File: src/rtl/core/bb3_pkg.sv
// ============================================================================
// bb3_pkg - shared types and constants for the 3x3 box blur stream
// Sizes, position widths, the reciprocal used for the divide by nine, and
// the configuration register codes.
// ============================================================================
`default_nettype none

package bb3_pkg;

    localparam int MAX_WIDTH   = 1024;
    localparam int MAX_HEIGHT  = 1024;
    localparam int SAMPLE_BITS = 16;

    localparam int ADDR_BITS = $clog2(MAX_WIDTH);
    localparam int POS_BITS  = 10;
    localparam int SIZE_BITS = 11;

    // three samples per column, nine per window
    localparam int COL_BITS  = SAMPLE_BITS + 2;
    localparam int PAIR_BITS = COL_BITS + 1;
    localparam int SUM_BITS  = SAMPLE_BITS + 4;

    // floor(x / 9) == (x * RECIP) >> RECIP_SHIFT for every x below 2**SUM_BITS
    localparam int RECIP_SHIFT = SUM_BITS + 3;
    localparam int RECIP_BITS  = SUM_BITS;
    localparam logic [RECIP_BITS-1:0] RECIP =
        RECIP_BITS'(((64'd1 << RECIP_SHIFT) + 64'd8) / 64'd9);
    localparam int PROD_BITS = SUM_BITS + RECIP_BITS;

    localparam logic [0:0] CFG_FRAME_WIDTH  = 1'b0;
    localparam logic [0:0] CFG_FRAME_HEIGHT = 1'b1;

    localparam logic [SIZE_BITS-1:0] SIZE_RESET = SIZE_BITS'(512);
    localparam logic [SIZE_BITS-1:0] SIZE_MIN   = SIZE_BITS'(3);

    typedef struct packed {
        logic                result;
        logic [POS_BITS-1:0] column;
        logic [POS_BITS-1:0] row;
        logic                last;
    } meta_t;

    function automatic logic [SIZE_BITS-1:0] clamp_size(
        input logic [SIZE_BITS-1:0] v,
        input logic [SIZE_BITS-1:0] hi
    );
        logic [SIZE_BITS-1:0] res;
        begin
            if (v < SIZE_MIN) begin
                res = SIZE_MIN;
            end else if (v > hi) begin
                res = hi;
            end else begin
                res = v;
            end
            return res;
        end
    endfunction

endpackage

`default_nettype wire

File: src/rtl/core/bb3_mean.sv
// ============================================================================
// bb3_mean - column sums, window sum and divide by nine
// Keep the two previous column sums, add the window, then multiply by the
// reciprocal of nine and hold the result in the output register.
// ============================================================================
`default_nettype none

module bb3_mean (
    input  wire logic                             aclk,
    input  wire logic                             aresetn,
    input  wire logic                             i_valid,
    output logic                                  i_ready,
    input  wire logic [bb3_pkg::SAMPLE_BITS-1:0]  i_up,
    input  wire logic [bb3_pkg::SAMPLE_BITS-1:0]  i_mid,
    input  wire logic [bb3_pkg::SAMPLE_BITS-1:0]  i_px,
    input  wire bb3_pkg::meta_t                   i_meta,
    output logic                                  m_valid,
    input  wire logic                             m_ready,
    output logic      [bb3_pkg::SAMPLE_BITS-1:0]  m_value,
    output bb3_pkg::meta_t                        m_meta
);

    localparam int SB  = bb3_pkg::SAMPLE_BITS;
    localparam int CB  = bb3_pkg::COL_BITS;
    localparam int PRB = bb3_pkg::PAIR_BITS;
    localparam int UB  = bb3_pkg::SUM_BITS;
    localparam int MB  = bb3_pkg::PROD_BITS;
    localparam int RS  = bb3_pkg::RECIP_SHIFT;

    logic [CB-1:0]  cs_old_reg, cs_new_reg;
    logic           s2_v_reg, s3_v_reg, s4_v_reg, out_v_reg;
    logic [PRB-1:0] s2_pair_reg;
    logic [CB-1:0]  s2_col_reg;
    logic [UB-1:0]  s3_sum_reg;
    logic [MB-1:0]  s4_prod_reg;
    logic [SB-1:0]  out_value_reg;
    bb3_pkg::meta_t s2_meta_reg, s3_meta_reg, s4_meta_reg, out_meta_reg;

    logic          out_rdy, s4_rdy, s3_rdy, accept;
    logic [CB-1:0] col;

    assign out_rdy = !out_v_reg || m_ready;
    assign s4_rdy  = !s4_v_reg || out_rdy;
    assign s3_rdy  = !s3_v_reg || s4_rdy;
    assign i_ready = !s2_v_reg || s3_rdy;
    assign accept  = i_valid && i_ready;

    assign col = CB'(i_up) + CB'(i_mid) + CB'(i_px);

    always_ff @(posedge aclk) begin
        if (!aresetn) begin
            cs_old_reg <= '0;
            cs_new_reg <= '0;
            s2_v_reg   <= 1'b0;
            s3_v_reg   <= 1'b0;
            s4_v_reg   <= 1'b0;
            out_v_reg  <= 1'b0;
        end else begin
            // every pixel shifts the window, results or not
            if (accept) begin
                cs_old_reg <= cs_new_reg;
                cs_new_reg <= col;
            end
            if (i_ready) begin
                s2_v_reg <= accept && i_meta.result;
            end
            if (s3_rdy) begin
                s3_v_reg <= s2_v_reg;
            end
            if (s4_rdy) begin
                s4_v_reg <= s3_v_reg;
            end
            if (out_rdy) begin
                out_v_reg <= s4_v_reg;
            end
        end
    end

    always_ff @(posedge aclk) begin
        if (accept) begin
            s2_pair_reg <= PRB'(cs_old_reg) + PRB'(cs_new_reg);
            s2_col_reg  <= col;
            s2_meta_reg <= i_meta;
        end
        if (s3_rdy && s2_v_reg) begin
            s3_sum_reg  <= UB'(s2_pair_reg) + UB'(s2_col_reg);
            s3_meta_reg <= s2_meta_reg;
        end
        if (s4_rdy && s3_v_reg) begin
            s4_prod_reg <= MB'(s3_sum_reg) * MB'(bb3_pkg::RECIP);
            s4_meta_reg <= s3_meta_reg;
        end
        if (out_rdy && s4_v_reg) begin
            out_value_reg <= s4_prod_reg[RS+SB-1:RS];
            out_meta_reg  <= s4_meta_reg;
        end
    end

    assign m_valid = out_v_reg;
    assign m_value = out_value_reg;
    assign m_meta  = out_meta_reg;

`ifndef SYNTHESIS
    a_quotient_fits: assert property (@(posedge aclk) disable iff (!aresetn)
        s4_v_reg |-> (s4_prod_reg[MB-1:RS+SB] == '0))
        else $error("mean exceeds sample range");
    a_stall_means_full: assert property (@(posedge aclk) disable iff (!aresetn)
        !i_ready |-> (s2_v_reg && s3_v_reg && s4_v_reg && out_v_reg))
        else $error("input stalled with a bubble in the pipeline");
`endif

endmodule

`default_nettype wire

File: config.mk
export PLATFORM = sky130hd
export DESIGN_NAME = bb3_mean
export DESIGN_NICKNAME = d
export VERILOG_FILES = /design/src/rtl/core/bb3_pkg.sv /design/src/rtl/core/bb3_mean.sv
export SDC_FILE = /design/constraint.sdc
export NUM_CORES = 1
export LEC_CHECK = 0
export ABC_AREA = 1
export BUFFER_PORTS_ARGS = -buffer_cell sky130_fd_sc_hd__buf_4
export CORE_MARGIN = 8
export CORE_UTILIZATION = 25
export CTS_CLUSTER_SIZE = 28
export DETAILED_ROUTE_END_ITERATION = 8
export MAX_ROUTING_LAYER = met4
export SYNTH_ARGS = -nofsm -noshare
export SYNTH_HDL_FRONTEND = slang
export SYNTH_SLANG_ARGS = --single-unit
File: constraint.sdc
create_clock -name aclk -period 5.85 [get_ports aclk]
set_clock_uncertainty 0.2 [all_clocks]
set_input_delay 0.585 -clock aclk [delete_from_list [all_inputs] [get_ports aclk]]
set_output_delay 0.585 -clock aclk [all_outputs]
set_load 0.01 [all_outputs]
==> results.sh <==
export IMPL_outcome="complete, no violations"
export IMPL_finish_utilization_pct=29.7
export IMPL_dieWidth_um=267
export IMPL_max_slew_margin_rel_pct=22.8
export IMPL_overflow=0
export IMPL_clock_path_buffers=3
export IMPL_grt_max_degree=79
export IMPL_worst_setup_path_end_kind="register"
export IMPL_clk_pin_slew_ns=0.08
export IMPL_grt_usage_pct=10.8
export IMPL_final_nets=2174
export IMPL_root_buffer="clkbuf_16"
export IMPL_die_h_um=267
export IMPL_ant_nets=0
export IMPL_synth_edff_count=177
export IMPL_floorplan_die_area_mm2=0.0711
export IMPL_dpl_cell_count=2598
export IMPL_portBuffers=113
export IMPL_worst_slew_pin_slew_ns=1.16
export IMPL_finalSetupViolCount=0
export IMPL_cts_buffers=25
export IMPL_drc=0
export IMPL_ctsHtreeMaxLevel=1
export IMPL_grt_pass1_wl_um=60800
export IMPL_synth_most_common_cell="nand2_1"
export IMPL_fin_crit_sh_pct=94.5
export IMPL_dp_hpwl_um=30600
export IMPL_hold_class="primary input to register"
export IMPL_synth_xor_area_share_pct=2.29
export IMPL_wire_per_inst_um=13.9
export IMPL_finalNonFillerCells=2665
export IMPL_hold_violations=0
export IMPL_cts_setup_buffers=0
export IMPL_netlist_instances=1644
export IMPL_multi_input_area_mm2=0.00832
export IMPL_insertion_delay_ns=0.56
export IMPL_cp_required_ns=5.96
export IMPL_drive_gt1_share_pct=10.0
export IMPL_synth_compound_area_share_pct=6.90
export IMPL_yosysSeqAreaShare_pct=38.9
export IMPL_clock_fmax_ghz=0.181
export IMPL_cts_sinks=217
export IMPL_yosysTopAreaCell="edfxtp_1"
export IMPL_n_fill_cell=6624
export IMPL_async_flop_share_pct=0
export IMPL_synth_area_leaders="edfxtp_1, ha_1, fa_1"
export IMPL_dr_total_vias=11200
export IMPL_avgViaCountPerCell=4.20
export IMPL_timing_setup_tns_ns=0
export IMPL_drt_wl_total_um=37000
export IMPL_cap_violations=0
export IMPL_initial_core_util_pct=25.1
export IMPL_cp_start_kind="register"
export IMPL_synth_top_family_by_area="adder cells"
export IMPL_grt_setup_unrepaired="no"
export IMPL_synth_simple_area_share_pct=14.7
export IMPL_cp_max_fo=5
export IMPL_synthMuxAreaShare_pct=0
export IMPL_yosys_area_share_adder_pct=29.1
export IMPL_yosys_warnings=0
export IMPL_place_congestion=0.883
export IMPL_dr_pass1_iters=5
export IMPL_ff_latch_area_mm2=0.00612
export IMPL_synth_top_area_share_pct=33.8
export IMPL_diodes=0
export IMPL_synthTopCellsByCount="nand2_1, inv_1, ha_1, edfxtp_1, fa_1"
export IMPL_yosysUniqueCellTypes=40
export IMPL_ys_flop_type="edfxtp_1"
export IMPL_synth_area_mm2=0.0157
export IMPL_io_pin_count=114
export IMPL_syn2layout_area_growth_pct=18.5
export IMPL_slew_violations=0
export IMPL_core_area_mm2=0.0626
export IMPL_ys_ff_latch=217
export IMPL_fin_crit_ns=5.53
export IMPL_worst_setup_path_type="register to register"
export IMPL_avgSynthCellArea_um2=9.56
export IMPL_drt_iter0_drc=515
export IMPL_cp_arrival_ns=5.64
export IMPL_antenna_found_initial=0
export IMPL_syn_nets=2018
export IMPL_grt_pass1_vias=11800
export IMPL_rows=92
export IMPL_cts_tree="yes"
-- cell type report --
class / instances / area share [%]
clock buffer: 29 / 3.49
multi-input combinational: 1095 / 44.7
clock inverter: 17 / 0.887
sequential: 217 / 32.8
inverter: 322 / 6.50
timing repair buffer: 139 / 5.89
tap: 846 / 5.68
-- critical path: stages, from the launching register on --
cell	delay, ns
edfxtp_1	0.53
fa_1	0.58
ha_1	0.42
fa_1	0.54
fa_1	0.55
inv_1	0.06
fa_1	0.50
fa_1	0.56
inv_1	0.05
ha_1	0.37
a21oi_1	0.27
o21ai_0	0.16
inv_1	0.07
nand2_1	0.07
a21oi_1	0.17
nand2_1	0.08
nand2_1	0.06
nand2_1	0.05
-- path summary, 6_finish.rpt --
check	cells past startpoint	to	from	slack, ns
max	17	s4_prod_reg[35]$_DFFE_PP_	s3_sum_reg[13]$_DFFE_PP_	0.32
min	1	s2_meta_reg[2]$_DFFE_PP_	i_meta[2]	0.05
max reg2reg	17	s4_prod_reg[35]$_DFFE_PP_	s3_sum_reg[13]$_DFFE_PP_	0.32
min reg2reg	0	m_value[7]$_DFFE_PP_	s4_prod_reg[30]$_DFFE_PP_	0.21
-- placed cells by master (no fill, tap or decap), drive strengths merged, types with 40 or more instances in the layout --
cell type | netlist | layout
edfxtp | 177 | 177
dfxtp | 40 | 40
inv | 321 | 320
nor2 | 111 | 111
a21oi | 103 | 103
fa | 108 | 108
nand2 | 336 | 336
ha | 192 | 192
buf | 8 | 118
o21ai | 67 | 67
nand3 | 70 | 70
-- stage by stage --
stage                     instance area (µm²)  setup slack, ns  hold WS, ns
after floorplan                         15700            0.837        0.200
after global placement                  17600            0.242        0.201
after detailed placement                17600            0.302        0.205
final                                   18600            0.320       0.0476
after CTS                               18600            0.274      0.00526
after global routing                    18600           0.0115      0.00756
-- layer usage --
layer	GRT usage (%)	routed length, µm	up-vias
met5	-	0	-
met4	3.21	1050	0
met3	1.49	1160	55
met2	18.2	17600	205
met1	13.4	17200	5263
li1	-	-	5664
-- cell families after synthesis --
logic type | count (synthesis)
flip-flops | 217
AO/OA/AOI/OAI | 199
XOR/XNOR | 41
buffers and inverters | 332
AND/OR/NAND/NOR | 555
adder cells (fa/ha/maj) | 300
-- repair_timing --
item | CTS | global route
hold buffers | 21 | 0
resized for setup | 0 | 0
endpoints found under the setup margin | 0 | 0
hold endpoints to repair | 21 | 0
Power is not shown: default switching activity piles up to over one toggle a cycle in this logic, so the estimate is an artifact.
